<file path="src/hw/rtl/tlb_fully_assoc_fifo_unit_defines.svh">
// ---------------------------------------------------------------------------
// Assertion macros for the fully associative translation buffer
// Shared property forms, clocked on clk and held off during rst.
// ---------------------------------------------------------------------------
`ifndef TLB_FULLY_ASSOC_FIFO_UNIT_DEFINES_SVH
`define TLB_FULLY_ASSOC_FIFO_UNIT_DEFINES_SVH

// Same-cycle implication.
`define TLBFA_ASSERT_NOW(label, ante, cons, msg) \
  label: assert property (@(posedge clk) disable iff (rst) (ante) |-> (cons)) \
    else $error(msg);

// Next-cycle implication.
`define TLBFA_ASSERT_NEXT(label, ante, cons, msg) \
  label: assert property (@(posedge clk) disable iff (rst) (ante) |=> (cons)) \
    else $error(msg);

`endif

</file>
<file path="src/hw/rtl/tlbfa_pkg.sv">
// ---------------------------------------------------------------------------
// tlbfa_pkg
// Field widths, operation codes and the cell-to-cell link word.
// ---------------------------------------------------------------------------
package tlbfa_pkg;

  localparam int unsigned PROC_W  = 8;
  localparam int unsigned PAGE_W  = 20;
  localparam int unsigned FRAME_W = 20;
  localparam int unsigned SLOT_W  = 4;

  typedef enum logic {
    OP_LOOKUP = 1'b0,
    OP_FILL   = 1'b1
  } op_t;

  // Lookup token moving down the row of cells.
  typedef struct packed {
    logic               tok;
    logic               hit;
    logic [FRAME_W-1:0] frame;
  } link_t;

endpackage

</file>
<file path="src/hw/rtl/tlbfa_cell.sv">
// ---------------------------------------------------------------------------
// tlbfa_cell
// One buffer entry: holds the tag and frame, compares the passing lookup
// token against it and hands the token on to the next cell.
// ---------------------------------------------------------------------------
module tlbfa_cell (
  input  logic                         clk,
  input  logic                         rst,
  input  logic                         wr_en,
  input  logic [tlbfa_pkg::PROC_W-1:0]  wr_process,
  input  logic [tlbfa_pkg::PAGE_W-1:0]  wr_page,
  input  logic [tlbfa_pkg::FRAME_W-1:0] wr_frame,
  input  logic [tlbfa_pkg::PROC_W-1:0]  key_process,
  input  logic [tlbfa_pkg::PAGE_W-1:0]  key_page,
  input  tlbfa_pkg::link_t             link_in,
  output tlbfa_pkg::link_t             link_out
);

  logic                         valid;
  logic [tlbfa_pkg::PROC_W-1:0]  entry_process;
  logic [tlbfa_pkg::PAGE_W-1:0]  entry_page;
  logic [tlbfa_pkg::FRAME_W-1:0] entry_frame;
  logic                         match;
  tlbfa_pkg::link_t             link_next;

  always_ff @(posedge clk) begin
    if (rst) begin
      valid <= 1'b0;
    end else if (wr_en) begin
      valid <= 1'b1;
    end
  end

  always_ff @(posedge clk) begin
    if (wr_en) begin
      entry_process <= wr_process;
      entry_page    <= wr_page;
      entry_frame   <= wr_frame;
    end
  end

  assign match = valid && (entry_process == key_process) && (entry_page == key_page);

  // A later cell overrides an earlier one, so the highest index wins.
  always_comb begin
    link_next.tok   = link_in.tok;
    link_next.hit   = link_in.hit | match;
    link_next.frame = match ? entry_frame : link_in.frame;
  end

  always_ff @(posedge clk) begin
    link_out.hit   <= link_next.hit;
    link_out.frame <= link_next.frame;
    if (rst) begin
      link_out.tok <= 1'b0;
    end else begin
      link_out.tok <= link_next.tok;
    end
  end

endmodule

</file>
<file path="src/hw/rtl/tlb_fully_assoc_fifo_unit.sv">
// ---------------------------------------------------------------------------
// tlb_fully_assoc_fifo_unit
// Fully associative translation buffer with first-in, first-out refill,
// built as a row of entry cells that a lookup token walks through.
// ---------------------------------------------------------------------------
//  channel | handshake             | word
//  --------+-----------------------+---------------------------------------
//  in      | in_valid / in_ready   | op, process_id, page_number, frame_in
//  out     | out_valid / out_ready | hit, frame_out, slot_written
//
//  Fill: written in the accept cycle, result valid in the following cycle.
//  Lookup: the token passes the head register, each cell, then the output register;
//    it steps one cell per cycle, so the row length sets the lookup time.
//  One word is in flight at a time; in_ready also waits for the output
//    register to be free or being taken.
//  Reset clears all entry valid bits and the fill pointer.
// ---------------------------------------------------------------------------
`include "tlb_fully_assoc_fifo_unit_defines.svh"

module tlb_fully_assoc_fifo_unit #(
  parameter int unsigned ENTRIES = 16
) (
  input  logic                         clk,
  input  logic                         rst,
  input  logic                         in_valid,
  output logic                         in_ready,
  input  logic [0:0]                   op,
  input  logic [tlbfa_pkg::PROC_W-1:0]  process_id,
  input  logic [tlbfa_pkg::PAGE_W-1:0]  page_number,
  input  logic [tlbfa_pkg::FRAME_W-1:0] frame_in,
  output logic                         out_valid,
  input  logic                         out_ready,
  output logic                         hit,
  output logic [tlbfa_pkg::FRAME_W-1:0] frame_out,
  output logic [tlbfa_pkg::SLOT_W-1:0]  slot_written
);

  localparam int unsigned PTR_W = (ENTRIES > 1) ? $clog2(ENTRIES) : 1;
  localparam logic [PTR_W-1:0] LAST_SLOT = PTR_W'(ENTRIES - 1);

  logic                         accept;
  logic                         is_fill;
  logic                         busy;
  logic [PTR_W-1:0]             fill_ptr;
  logic [PTR_W-1:0]             fill_ptr_next;
  logic [tlbfa_pkg::PROC_W-1:0]  key_process;
  logic [tlbfa_pkg::PAGE_W-1:0]  key_page;
  logic [ENTRIES-1:0]           wr_en;
  tlbfa_pkg::link_t             link [ENTRIES+1];

  assign is_fill  = (op == tlbfa_pkg::OP_FILL);
  assign in_ready = !busy && (!out_valid || out_ready);
  assign accept   = in_valid && in_ready;

  assign fill_ptr_next = (fill_ptr == LAST_SLOT) ? '0 : fill_ptr + 1'b1;

  always_ff @(posedge clk) begin
    if (rst) begin
      fill_ptr <= '0;
    end else if (accept && is_fill) begin
      fill_ptr <= fill_ptr_next;
    end
  end

  // Hold the lookup key for the whole walk.
  always_ff @(posedge clk) begin
    if (accept) begin
      key_process <= process_id;
      key_page    <= page_number;
    end
  end

  always_ff @(posedge clk) begin
    if (rst) begin
      busy <= 1'b0;
    end else if (accept && !is_fill) begin
      busy <= 1'b1;
    end else if (link[ENTRIES].tok) begin
      busy <= 1'b0;
    end
  end

  // Inject the lookup token at the head of the row.
  always_ff @(posedge clk) begin
    link[0].hit   <= 1'b0;
    link[0].frame <= '0;
    if (rst) begin
      link[0].tok <= 1'b0;
    end else begin
      link[0].tok <= accept && !is_fill;
    end
  end

  for (genvar i = 0; i < ENTRIES; i++) begin : g_cell
    assign wr_en[i] = accept && is_fill && (fill_ptr == PTR_W'(i));

    tlbfa_cell u_cell (
      .clk        (clk),
      .rst        (rst),
      .wr_en      (wr_en[i]),
      .wr_process (process_id),
      .wr_page    (page_number),
      .wr_frame   (frame_in),
      .key_process(key_process),
      .key_page   (key_page),
      .link_in    (link[i]),
      .link_out   (link[i+1])
    );
  end

  always_ff @(posedge clk) begin
    if (rst) begin
      out_valid <= 1'b0;
    end else if ((accept && is_fill) || link[ENTRIES].tok) begin
      out_valid <= 1'b1;
    end else if (out_ready) begin
      out_valid <= 1'b0;
    end
  end

  always_ff @(posedge clk) begin
    if (accept && is_fill) begin
      hit          <= 1'b0;
      frame_out    <= '0;
      slot_written <= tlbfa_pkg::SLOT_W'(fill_ptr);
    end else if (link[ENTRIES].tok) begin
      hit          <= link[ENTRIES].hit;
      frame_out    <= link[ENTRIES].hit ? link[ENTRIES].frame : '0;
      slot_written <= '0;
    end
  end

  `TLBFA_ASSERT_NOW(a_tok_only_busy, link[ENTRIES].tok, busy, "token left row while idle")
  `TLBFA_ASSERT_NEXT(a_lookup_busy, accept && !is_fill, busy, "lookup accepted but not busy")
  `TLBFA_ASSERT_NOW(a_one_write, 1'b1, $onehot0(wr_en), "more than one cell written")
  `TLBFA_ASSERT_NEXT(a_fill_out, accept && is_fill, out_valid && !hit && ~|frame_out, "bad fill")
  `TLBFA_ASSERT_NOW(a_ptr_range, 1'b1, fill_ptr <= LAST_SLOT, "fill pointer out of range")

endmodule
</file>
<file path="config.mk">
export PLATFORM = sky130hd
export DESIGN_NAME = tlb_fully_assoc_fifo_unit
export DESIGN_NICKNAME = d
export VERILOG_FILES = /design/src/hw/rtl/tlbfa_pkg.sv /design/src/hw/rtl/tlbfa_cell.sv /design/src/hw/rtl/tlb_fully_assoc_fifo_unit.sv
export VERILOG_INCLUDE_DIRS = /design/src /design/src/hw/rtl
export SDC_FILE = /design/constraint.sdc
export NUM_CORES = 1
export LEC_CHECK = 0
export ABC_AREA = 1
export BUFFER_PORTS_ARGS = -buffer_cell sky130_fd_sc_hd__buf_2
export CAP_MARGIN = 20
export CORE_MARGIN = 1.5
export CORE_UTILIZATION = 35
export DETAILED_ROUTE_END_ITERATION = 6
export GPL_TIMING_DRIVEN = 0
export SYNTH_ARGS = -nofsm -noshare
export SYNTH_HDL_FRONTEND = slang
export SYNTH_SLANG_ARGS = --single-unit
export TNS_END_PERCENT = 5
</file>
<file path="constraint.sdc">
create_clock -name clk -period 8.1 [get_ports clk]
set_clock_uncertainty 0.15 [all_clocks]
set_input_delay 0.81 -clock clk [delete_from_list [all_inputs] [get_ports clk]]
set_output_delay 0.81 -clock clk [all_outputs]
set_load 0.02 [all_outputs]
</file>
## Word level (Yosys, flattened, before mapping)

Index checks and enable logic that the tools add are counted.

| storage, ports and cells | value |
|---|---|
| bits in registers | 1196 |
| word-level logic and storage cells | 268 |

| cells by class | value |
|---|---|
| $add $sub $neg | 1 |
| equal/unequal tests | 47 |
| muxes and demuxes | 23 |
| bitwise gates (word level) | 15 |
| reductions and logical operators | 61 |

Operator list:

| operator | count |
|---|---|
| $eq 20x20->1 | 16 |
| $mux 20 | 16 |
| $eq 8x8->1 | 16 |
| $logic_and 1x1->1 | 52 |
| $eq 4x4->1 const B | 8 |
| $eq 4x3->1 const B | 4 |
| $or 1x1->1 | 15 |
| $mux 4 | 3 |
| $eq 4x2->1 const B | 2 |
| $reduce_bool 2->1 | 3 |
| $add 4x1->4 const B | 1 |
| $eq 4x1->1 const B | 1 |
| $logic_not 4->1 | 1 |
| $mux 1 | 4 |
| $logic_not 1->1 | 3 |
| $logic_or 1x1->1 | 2 |

## Depth between registers and ports, before layout

Gate-level depths: netlist of run 1.

| depth | value |
|---|---|
| depth in word-level cells | 7 |
| mapped depth | 14 |
| depth with buffers taken out | 11 |

## Cells and area by module

From an unflattened synthesis of run 1, not the netlist that was laid out.

| unflattened totals | value |
|---|---|
| cells, all modules | 4762 |
| area, all modules | 47157.7 um^2 |

By module, submodules not included:

| module | instances | cells each | area an instance (um^2) |
|---|---|---|---|
| tlbfa_cell | 16 | 282 | 2800.2 |
| tlb_fully_assoc_fifo_unit | 1 | 250 | 2354.8 |

## Worst setup path before layout of run 1

OpenSTA, ideal clock, no wires.

| timing path | value |
|---|---|
| kind | in2reg |
| start | input out_ready |
| end | register g_cell[2].u_cell.entry_frame[0] (netlist name) (enable) |
| setup time | 411 ps |
| arrival time | 2760 ps |
| slack | 4778 ps |
| stages on the path | 8 |
| buffers on the path | 1 |
| cell sequence | inv_1 > nand2_1 > nand3_1 > nor2_1 > inv_1 > buf_2 > nor2_1 > and2_1 |

| on the way | value |
|---|---|
| longest elaborated chain between the ends | 5 |

Ends and longest elaborated chain:

| element | RTL line | RTL |
|---|---|---|
| start: declaration | tlb_fully_assoc_fifo_unit.sv:32 | `input logic out_ready,` |
| $logic_or 1x1->1 | tlb_fully_assoc_fifo_unit.sv:52 | `assign in_ready = !busy && (!out_valid \|\| out_ready);` |
| $logic_and 1x1->1 | tlb_fully_assoc_fifo_unit.sv:52 |  |
| $logic_and 1x1->1 | tlb_fully_assoc_fifo_unit.sv:53 | `assign accept = in_valid && in_ready;` |
| $logic_and 1x1->1 (2 in a row) | tlb_fully_assoc_fifo_unit.sv:95 | `assign wr_en[i] = accept && is_fill && (fill_ptr == PTR_W'(i));` |
| via g_cell[2].u_cell.wr_en | tlbfa_cell.sv:9 | `input logic wr_en,` |
| end signal: assignment | tlbfa_cell.sv:38 | `entry_frame <= wr_frame;` |
| end: declaration | tlbfa_cell.sv:22 | `logic [tlbfa_pkg::FRAME_W-1:0] entry_frame;` |

The timed path passes the listed nets, and every way through them passes these cells.
A chain may end at the register's enable or synchronous reset.

==> results of run 1 <==
## final cells by class
type	instances	area (um^2)	area share [%]
Sequential cell	1196	32000	61.3
Multi-Input combinational cell	2395	10500	20.1
Clock buffer	160	3260	6.25
Tap cell	1729	2160	4.15
Inverter	515	1930	3.71
Buffer	168	1040	1.99
Timing Repair Buffer	97	769	1.48
Clock inverter	59	534	1.03
Antenna cell	1	2.50	0.00480
## routing by layer
metal / global-route usage (%) / share of wire, % / up-vias
li1: - / - / 14110
met1: 24.1 / 41 / 13181
met2: 28.7 / 44 / 1221
met3: 6.18 / 11 / 272
met4: 6.90 / 3.9 / 8
met5: 1.20 / 0.20 / -
## report_power, final
group	switching (mW)	internal [mW]	total, mW
Combinational	0.430	0.125	0.556
Sequential	0.0173	6.54	6.56
Clock	2.30	2.98	5.28
## worst max-delay path by stage
| stage | endpoint | slack [ps] | cells past startpoint |
|---|---|---|---|
| after floorplan | g_cell[2].u_cell.entry_frame[0]$_DFFE_PP_ | 4780 | 8 |
| after global placement | g_cell[2].u_cell.entry_frame[18]$_DFFE_PP_ | 3580 | 9 |
| after detailed placement | g_cell[8].u_cell.entry_frame[11]$_DFFE_PP_ | 4600 | 11 |
| after CTS | g_cell[14].u_cell.link_out[0]$_DFF_P_ | 4770 | 11 |
| after global routing | g_cell[10].u_cell.link_out[6]$_DFF_P_ | 4660 | 10 |
| final | g_cell[14].u_cell.link_out[0]$_DFF_P_ | 4680 | 11 |
## sequential cells by signal (all words and copies together) (netlist names), 8 cells and up
| name | count |
|---|---|
| frame_out | 20 |
| g_cell.u_cell.valid | 16 |
| g_cell.u_cell.entry_frame | 320 |
| key_page | 20 |
| g_cell.u_cell.link_out | 352 |
| g_cell.u_cell.entry_process | 128 |
| g_cell.u_cell.entry_page | 320 |
| key_process | 8 |
## cells in the mapped netlist (2+ instances only)
cell	count	area, um^2
a21oi_1	20	100
a22oi_1	20	150
buf_2	108	541
buf_4	25	188
buf_6	24	270
clkbuf_1	11	41.3
clkinv_1	11	41.3
dfxtp_1	396	7930
edfxtp_1	800	24000
ha_1	4	50.1
inv_1	478	1790
inv_2	26	97.6
nand2_1	1484	5570
nand2_2	3	18.8
nand3_1	318	1590
nand4_1	48	300
nor2_1	262	983
nor2_2	26	163
nor3_1	14	70.1
o21ai_0	43	215
o21ai_1	18	90.1
o22ai_1	2	12.5
or2_0	2	12.5
xnor2_1	105	920
xor2_1	22	193
## worst max-delay path: stages (launching register included)
cell and delay [ps]:
edfxtp_1 350, buf_4 230, inv_2 230, buf_2 480, o21ai_0 160, nor2_1 110
nand3_1 80, nor2_1 890, nand2_1 180, buf_2 250, nand2_1 80, nand2_1 60
## stage by stage
stage	hold WS (ps)	worst slack [ps]	instances	util [%]	power, mW
5_1_grt	264	4660	6319	40.7	12.8
2_1_floorplan	237	4780	4274	-	6.94
4_1_cts	220	4770	6319	40.7	12.5
3_3_place_gp	240	3580	6081	37.4	7.22
3_5_place_dp	245	4600	6100	37.7	7.23
6_report	252	4680	6320	40.7	12.4
## cell families (layout without fill, tap and decap cells)
group / after synthesis / after routing
buffers and inverters: 683 / 999
adders and majority gates: 4 / 4
and+or+nand+nor: 2160 / 2160
other: 0 / 1
AOI/OAI and AO/OA: 104 / 104
DFF: 1196 / 1196
xor gates and xnor gates: 127 / 127
==> results by group, run 1 <==
Clock tree
  • Hold-fix buffers, CTS: 0
  • CTS root buffer: clkbuf_16
  • Clock Pin Slew Worst Setup and Hold Paths: 60 ps
  • CTS tree: yes
  • Post-CTS Resized: 0
  • CTS H-tree depth: 3
  • Worst skew pair latency: 720 ps
  • CTS Sinks: 1,196
  • Total CTS buffers: 117
  • Setup Buffers After CTS: 0
  • CTS Buffer Depth: 3

Floorplan
  • Die span in x: 363 um
  • Starting density of the core: 35.4%
  • Die area: 132,000 um^2
  • Die H: 363 um
  • Placeable Area: approximately 130,000 um^2
  • Rows: 131
  • I/O pin cnt: 80

Placement
  • Final GP Congestion: about 0.94
  • PortBufs: 78
  • Hpwl dp: between 80 and 90 mm
  • Dpl cell area: 48,300 um^2

Final layout
  • Final std cell area, no fill: 52,100 um^2
  • Nets: 4,547
  • Fillers: ~12,000
  • Commonest cells after routing, fill and taps aside: 1,484 x nand2_1, 800 x edfxtp_1, 462 x inv_1
  • Commonest non-fill, non-tap cell in the layout: nand2_1
  • Area Overhead vs Synth: 14.8%
  • Layout cell share with drive strength beyond 1: 11.0%

Yosys
  • Synth Cell Area: 45,400 um^2
  • Synth Area in XOR/XNOR: 2.45%
  • Main combinational cell family by area after synthesis: simple AND/OR/NAND/NOR gates
  • Synth Area in Simple Gates: 19.2%
  • Post-synthesis compound-gate area fraction: 1.27%
  • Syn Area/Cell: approximately 11 um^2
  • FF+latch count, synth: approximately 1,200
  • FFs w/ async S/R, synth: 0%
  • Synth Flop Type: edfxtp_1
  • Yosys warning total: 0
  • Synth unique cells: 29
  • Register area share after synthesis: between 70% and 80%
  • Cells after Synth: between 4,000 and 5,000
  • Post-synthesis mux area share: 0%
  • Adder-Cell Fraction of Synth Area: less than 1%
  • Post-synth EDFFs: 800
  • Post-Syn Nets: 4,331

Global routing
  • Largest net degree at the start of global routing: 42
  • First-pass GRT wire length: 178 mm
  • Global route total overflow: 0
  • Total track usage: a little under a fifth
  • Vias in the first global route: 27,287
  • Initial antenna violation count: 8

Timing
  • Least-Margin Pin Slew: between 1000 and 1500 ps
  • TNS Setup: 0 ps
  • RSZ-0062 raised after global routing: no
  • Period utilization: 42.2%
  • Final max-slew violation count: 0
  • Setup violations, final: 0
  • Final hold vios: 0
  • Max-slew headroom: 23.1%
  • Tmin final: 3420 ps
  • Max Freq: approximately 0.3 GHz

Min path
  • Hold depth: 2
  • HP Start: g_cell[7].u_cell.link_out[21]$_SDFF_PP0_
  • Hold Path End: g_cell[8].u_cell.link_out[21]$_SDFF_PP0_
  • Worst hold-check path type: register to register

Routing
  • ANT nets after route: 0
  • Initial detailed-routing violation count: 2,912
  • Wire per inst: 19.5 um
  • Drt pass-1 iters: 5
  • DRC viols: 0
  • DR vias/cell: between 4 and 5
  • DR vias: 28,792
  • WL final: 123 mm

Job
  • Max Cap Viol: 0

Setup path
  • R2R setup slack: 4680 ps
  • Reg-to-reg endpoint: g_cell[14].u_cell.link_out[0]$_DFF_P_
  • Critical path endpoint category: register
  • Startpoint class of the critical path: register
  • Max FO, Critical Path: 10
  • R2R Path Start: key_page[13]$_DFFE_PN_
  • Crit path from: key_page[13]$_DFFE_PN_
  • CP arrival: 3850 ps
  • Register-to-Register Path Depth: 11
  • Setup CP Type: register to register
  • Crit path required time: 8540 ps

Power and ir drop
  • Pwr Density: 238 nW/um^2
  • Peak supply drop: 0.000203 V
  • Static Leak: 21.7 nW

Outcome
  • Status: finished, final reports clean
Note: power is estimated with default switching activity, not from simulation.
==> run 2: changes to the inputs <==
- ABC_AREA: 1 -> 0
- clock period: 8.1 -> 3.49 ns (I/O delays scaled with it)
==> results by group, run 2 <==
Timing
  • Final max-slew violation count: 0 (unchanged)
  • Period utilization: 97.9% (+56 points)
  • Setup violations, final: 0 (unchanged)
  • Final hold vios: 0 (unchanged)
  • Fin Hold WS: 41.2 ps (-211 ps)
  • Least-Margin Pin Slew: 997 ps (-151 ps)
  • Max Freq: 0.293 GHz (about the same)
  • Tmin final: 3420 ps (-1.30 ps)
  • Max-slew headroom: 33.5% (+10 points)
  • TNS Setup: 0 ps (unchanged)
  • RSZ-0062 raised after global routing: no

Yosys
  • Synth unique cells: 37 (+28%)
  • FFs w/ async S/R, synth: 0% (unchanged)
  • Synth cell count leaders: 800 x edfxtp_1, 396 x dfxtp_1, 274 x mux2_2, 252 x xor2_1, 192 x xnor2_1
  • FF+latch count, synth: 1,196 (unchanged)
  • Synth area leader: edfxtp_1
  • Most frequent cell after synthesis: edfxtp_1
  • Register area share after synthesis: 76.0% (+5.6 points)
  • Synth top area cells: edfxtp_1 57%, dfxtp_1 19%, mux2_2 7.3%
  • Share of the synthesized area in the top cell type: 57.2% (+4.2 points)
  • Synth Cell Area: 42,000 um^2 (-7.4%)
  • Synth Flop Type: edfxtp_1
  • Syn Area/Cell: 17.7 um^2 (+66%)
  • Post-synth EDFFs: 800 (unchanged)
  • Post-Syn Nets: 2,436 (-44%)
  • Yosys warning total: 0 (unchanged)
  • Cells after Synth: 2,379 (-44%)

Clock tree
  • CTS Buffer Depth: 3 (unchanged)
  • Clock Pin Slew Worst Setup and Hold Paths: 60 ps (about the same)
  • CTS tree: yes
  • Total CTS buffers: 109 (-6.8%)
  • CTS root buffer: clkbuf_16
  • Worst skew pair latency: 690 ps (-30 ps)
  • CTS Sinks: 1,196 (unchanged)
  • CTS H-tree depth: 3 (unchanged)

Setup path
  • Startpoint class of the critical path: register
  • Crit path from: key_process[3]$_DFFE_PN_
  • Crit path required time: 3910 ps (-4630 ps)
  • R2R setup slack: 70 ps (-4610 ps)
  • CP endpoint: g_cell[2].u_cell.link_out[14]$_DFF_P_
  • Max FO, Critical Path: 10 (unchanged)
  • Setup CP Type: register to register
  • CP arrival: 3830 ps (-20 ps)
  • Reg-to-reg endpoint: g_cell[2].u_cell.link_out[14]$_DFF_P_
  • Register-to-Register Path Depth: 8 (-3)
  • R2R Path Start: key_process[3]$_DFFE_PN_
  • Critical path endpoint category: register

Routing
  • Wire per inst: 21.8 um (+12%)
  • DR vias: 20,453 (-29%)
  • ANT nets after route: 0 (unchanged)
  • DR vias/cell: 4.73 (+3.8%)
  • DRC viols: 0 (unchanged)
  • Drt pass-1 iters: 5 (unchanged)
  • WL final: 94.4 mm (-23%)
  • Initial detailed-routing violation count: 1,832 (-37%)

Placement
  • Final GP Congestion: 0.810 (-13%)
  • PortBufs: 78 (unchanged)
  • Hpwl dp: 60.1 mm (-29%)

Final layout
  • Largest Register: g_cell.u_cell.link_out
  • Nets: 2,690 (-41%)
  • Max reg flops: 352 (unchanged)
  • Registers with the most flip-flops: g_cell.u_cell.link_out x352, g_cell.u_cell.entry_frame x320, g_cell.u_cell.entry_page x320
  • Area Overhead vs Synth: 17.2%
  • Commonest cells after routing, fill and taps aside: 800 x edfxtp_1, 396 x dfxtp_1, 274 x mux2_2
  • Final Core Density: 41.5% (+0.87 points)
  • Layout cell share with drive strength beyond 1: 25.2% (+14 points)
  • Fillers: 10,510 (-14%)
  • Antenna cell count: 0 (-1)
  • Commonest non-fill, non-tap cell in the layout: edfxtp_1

Job
  • Max Cap Viol: 0 (unchanged)

Global routing
  • Global route total overflow: 0 (unchanged)
  • First-pass GRT wire length: 137 mm (-23%)
  • Total track usage: 15.4% (-3.2 points)
  • Largest net degree at the start of global routing: 30 (-29%)
  • Vias in the first global route: 20,708 (-24%)
  • Initial antenna violation count: 7 (-1)

Floorplan
  • Die area: 122,000 um^2 (-7.3%)
  • I/O pin cnt: 80 (unchanged)
  • Starting density of the core: 35.5% (+0.039 points)
  • Die H: 350 um (-3.7%)
  • Rows: 126 (-3.8%)
  • Die span in x: 350 um (-3.7%)
  • Placeable Area: 119,000 um^2 (-7.5%)

Outcome
  • Status: finished, final reports clean

Power and ir drop
  • Peak supply drop: 0.000390 V (+92%)
  • Static Leak: 17.4 nW (-20%)
  • Design Power: 28.4 mW (+130%)
  • Pwr Density: 577 nW/um^2 (+140%)

Min path
  • Worst hold-check path type: input port to register
  • Hold depth: 1 (-1)
run 2: cell types whose count changed after synthesis, sizes merged, moves of 63 or more:
cell,before,now
xnor2,105,192
nor2,288,35
buf,157,85
nor4,0,63
inv,504,12
mux2,0,300
nand3,318,16
xor2,22,252
nand2,1487,9
run 2: timing repair:
item,4_1_cts,5_1_grt
setup endpoints to repair,38,62
resized for setup,1,2
hold endpoints to repair,391,13
buffers inserted,1,5
pin swaps,1,2
hold buffers,26,3
run 2: logic make-up after synthesis:
group | synth area share (%)
flops | 76.0
xor+xnor | 9.25
mux | 8.21
simple gates | 3.88
buf+inv | 1.71
compound gates | 0.813
fa+ha+maj | 0.119
run 2: metrics by stage:
step / worst slack, ps / instances / instance area (um^2)
floorplan: -1310 / 2379 / 42100
global placement: -4940 / 4057 / 44400
detailed placement: -101 / 4087 / 45100
CTS: 88.9 / 4319 / 49200
global route: 47.8 / 4327 / 49200
finish: 73.0 / 4327 / 49200
run 2: layout make-up:
| type | instances | area (um^2) | share of cell area [%] |
|---|---|---|---|
| well taps | 1600 | 2000 | 4.07 |
| plain buffers | 100 | 677 | 1.37 |
| repair buffers | 143 | 1310 | 2.66 |
| clock buffers | 157 | 3190 | 6.48 |
| flip-flops and latches | 1196 | 32000 | 64.9 |
| clock inverters | 48 | 572 | 1.16 |
| inverters | 12 | 45.0 | 0.0915 |
| multi-input cells | 1071 | 9500 | 19.3 |
run 2: routing by layer:
metal | up-vias | GRT usage, % | wire length [um]
met2 | 632 | 26.4 | 46600
met1 | 10469 | 19.9 | 39900
met4 | 2 | 4.19 | 2410
met3 | 163 | 2.81 | 5440
met5 | - | 0 | 36
li1 | 9187 | - | -
run 2: critical path, cell delays in order, from the launching register on:
cell	delay, ps
edfxtp_1	310
buf_2	310
buf_2	500
xnor2_1	180
nand4_1	280
nor4_1	570
nand4_1	380
buf_2	320
mux2_2	290
run 2: power breakdown:
part / internal [mW] / total, mW / switching, mW
Combinational: 0.313 / 1.03 / 0.714
Clock: 7.06 / 12.2 / 5.15
Sequential: 15.2 / 15.2 / 0.0240
run 2: worst min-delay path by stage:
stage                                          start  slack [ps]                                           end
3_5_place_dp   g_cell[0].u_cell.link_out[20]$_DFF_P_         240         g_cell[1].u_cell.link_out[20]$_DFF_P_
4_1_cts                              page_number[16]           3    g_cell[10].u_cell.entry_page[16]$_DFFE_PP_
5_1_grt                                process_id[7]          20   g_cell[9].u_cell.entry_process[7]$_DFFE_PP_
6_report                               process_id[4]          40  g_cell[11].u_cell.entry_process[4]$_DFFE_PP_
3_3_place_gp   g_cell[0].u_cell.link_out[20]$_DFF_P_         240         g_cell[1].u_cell.link_out[20]$_DFF_P_
2_1_floorplan  g_cell[9].u_cell.link_out[20]$_DFF_P_         240        g_cell[10].u_cell.link_out[20]$_DFF_P_
==> run 3: changes to the inputs <==
- clock period: 3.49 -> 3.45 ns (I/O delays scaled with it)
==> results by group, run 3 (synthesis gave the netlist of run 2 again) <==
Power and ir drop
  • Design Power: 28.2 mW (-0.69%)
  • Static Leak: 17.2 nW (-0.67%)
  • Pwr Density: 576 nW/um^2 (-0.28%)
  • Peak supply drop: 0.000382 V (-2.1%)

Clock tree
  • CTS Buffer Depth: 3 (unchanged)
  • Worst skew pair latency: 700 ps (about the same)
  • CTS H-tree depth: 3 (unchanged)
  • Clock Pin Slew Worst Setup and Hold Paths: 60 ps (about the same)
  • CTS root buffer: clkbuf_16
  • CTS Sinks: 1,196 (unchanged)
  • CTS tree: yes
  • Total CTS buffers: 110 (+0.92%)

Global routing
  • Vias in the first global route: 20,682 (-0.13%)
  • First-pass GRT wire length: 136 mm (-0.44%)
  • Global route total overflow: 0 (unchanged)
  • Total track usage: 15.4% (about the same)
  • Initial antenna violation count: 4 (-3)
  • Largest net degree at the start of global routing: 30 (unchanged)

Timing
  • Max Freq: 0.293 GHz (+0.10%)
  • Setup violations, final: 0 (unchanged)
  • Max-slew headroom: 33.7% (+0.20 points)
  • Tmin final: 3410 ps (-3.48 ps)
  • Final hold vios: 0 (unchanged)
  • Period utilization: 98.9% (+1.0 points)
  • Setup WS post-layout: 36.5 ps (-36.5 ps)
  • Least-Margin Pin Slew: 994 ps (-2.94 ps)
  • Final max-slew violation count: 0 (unchanged)
  • RSZ-0062 raised after global routing: yes

Routing
  • DR vias/cell: 4.68 (-0.98%)
  • DR vias: 20,244 (-1.0%)
  • ANT nets after route: 0 (unchanged)
  • Drt pass-1 iters: 7 (+2)
  • DRC viols: 0 (unchanged)
  • Wire per inst: 21.9 um (+0.45%)
  • Initial detailed-routing violation count: 1,594 (-13%)
  • WL final: 94.7 mm (+0.40%)

Setup path
  • CP arrival: 3840 ps (about the same)
  • Crit path required time: 3880 ps (-30 ps)
  • Startpoint class of the critical path: register
  • Critical path endpoint category: register
  • Setup CP Type: register to register
  • Max FO, Critical Path: 10 (unchanged)

Min path
  • Worst hold-check path type: input port to register

Placement
  • PortBufs: 78 (unchanged)
  • Dpl cell area: 45,200 um^2 (about the same)
  • Setup slack after placement: -138 ps (-36.3 ps)
  • Hpwl dp: 60.6 mm (+0.86%)
  • Final GP Congestion: 0.798 (-1.5%)

Final layout
  • Commonest non-fill, non-tap cell in the layout: edfxtp_1
  • Nets: 2,685 (-0.19%)
  • Final std cell area, no fill: 49,000 um^2 (-0.41%)
  • Registers with the most flip-flops: g_cell.u_cell.link_out x352, g_cell.u_cell.entry_frame x320, g_cell.u_cell.entry_page x320
  • Area Overhead vs Synth: 16.7%
  • Layout cell share with drive strength beyond 1: 24.6% (-0.56 points)
  • Max reg flops: 352 (unchanged)
  • Commonest cells after routing, fill and taps aside: 800 x edfxtp_1, 396 x dfxtp_1, 274 x mux2_2
  • Largest Register: g_cell.u_cell.link_out

Floorplan
  • Starting density of the core: 35.5% (unchanged)
  • Die area: 122,000 um^2 (unchanged)
  • Die H: 350 um (unchanged)
  • Placeable Area: 119,000 um^2 (unchanged)
  • I/O pin cnt: 80 (unchanged)
  • Rows: 126 (unchanged)
  • Die span in x: 350 um (unchanged)

Outcome
  • Status: finished, final reports clean

Job
  • Max Cap Viol: 0 (unchanged)
[run 3: cell types whose count changed in the layout (fill, tap and decap cells not counted), sizes merged]
cell | previous run | this run
diode | 0 | 1
dlygate4sd3 | 29 | 30
clkbuf | 172 | 173
clkinv | 36 | 42
buf | 199 | 192
bufinv | 9 | 6
clkinvlp | 1 | 0
[run 3: metrics by stage]
step                hold WS (ps)  TNS [ps]  std cells  util [%]
floorplan                    236   -291620       2379         -
global placement             238  -1710010       4057      37.5
detailed placement           241     -4030       4084      38.1
CTS                       0.0745         0       4322      41.4
global route                8.17      -365       4324      41.4
finish                      38.8         0       4325      41.4
[run 3: path summary, 6_finish.rpt]
kind	startpoint	to	slack, ps	cells past startpoint
worst max-delay path	key_page[19]$_DFFE_PN_	g_cell[7].u_cell.link_out[7]$_DFF_P_	40	8
worst min-delay path	page_number[10]	g_cell[15].u_cell.entry_page[10]$_DFFE_PP_	40	1
worst max register to register	key_page[19]$_DFFE_PN_	g_cell[7].u_cell.link_out[7]$_DFF_P_	40	8
worst min register to register	g_cell[4].u_cell.link_out[20]$_DFF_P_	g_cell[5].u_cell.link_out[20]$_DFF_P_	240	1
[run 3: final cells by class]
type,instances,area [um^2]
clock inverter,50,500
sequential,1196,32000
antenna,1,2.50
buffer,100,676
fill,10651,69500
multi-input combinational,1071,9520
timing repair buffer,137,1300
tap,1600,2000
clock buffer,158,3050
inverter,12,45.0
[run 3: what timing repair did]
action                                  CTS  global route
buffers inserted                          0             2
endpoints found under the hold margin   420             0
resized for setup                         4             0
hold buffers                             30             0
endpoints found under the setup margin   58            75
pin swaps                                 0             3
[run 3: metal layers]
metal	part of all wire, %	global-route usage (%)	vias up	wire, um
li1	-	-	9177	-
met1	43	19.9	10319	40400
met2	49	26.4	579	46500
met3	5.5	2.39	167	5220
met4	2.8	4.76	2	2640
met5	0.012	0	-	11
[run 3: worst max-delay path, stage by stage, from the launching register on]
cell,delay (ps)
edfxtp_1,330
buf_2,360
buf_2,540
xnor2_1,180
nand4_1,120
nor4_1,540
nand4_1,440
buf_2,340
mux2_2,300
[run 3: report_power, final]
part / leakage [nW] / switching, mW / internal (mW) / total (mW)
Clock: 1.73 / 5.21 / 6.63 / 11.8
Sequential: 10.4 / 0.0238 / 15.4 / 15.4
Combinational: 5.09 / 0.720 / 0.311 / 1.03
Total: 17.2 / 5.95 / 22.3 / 28.2
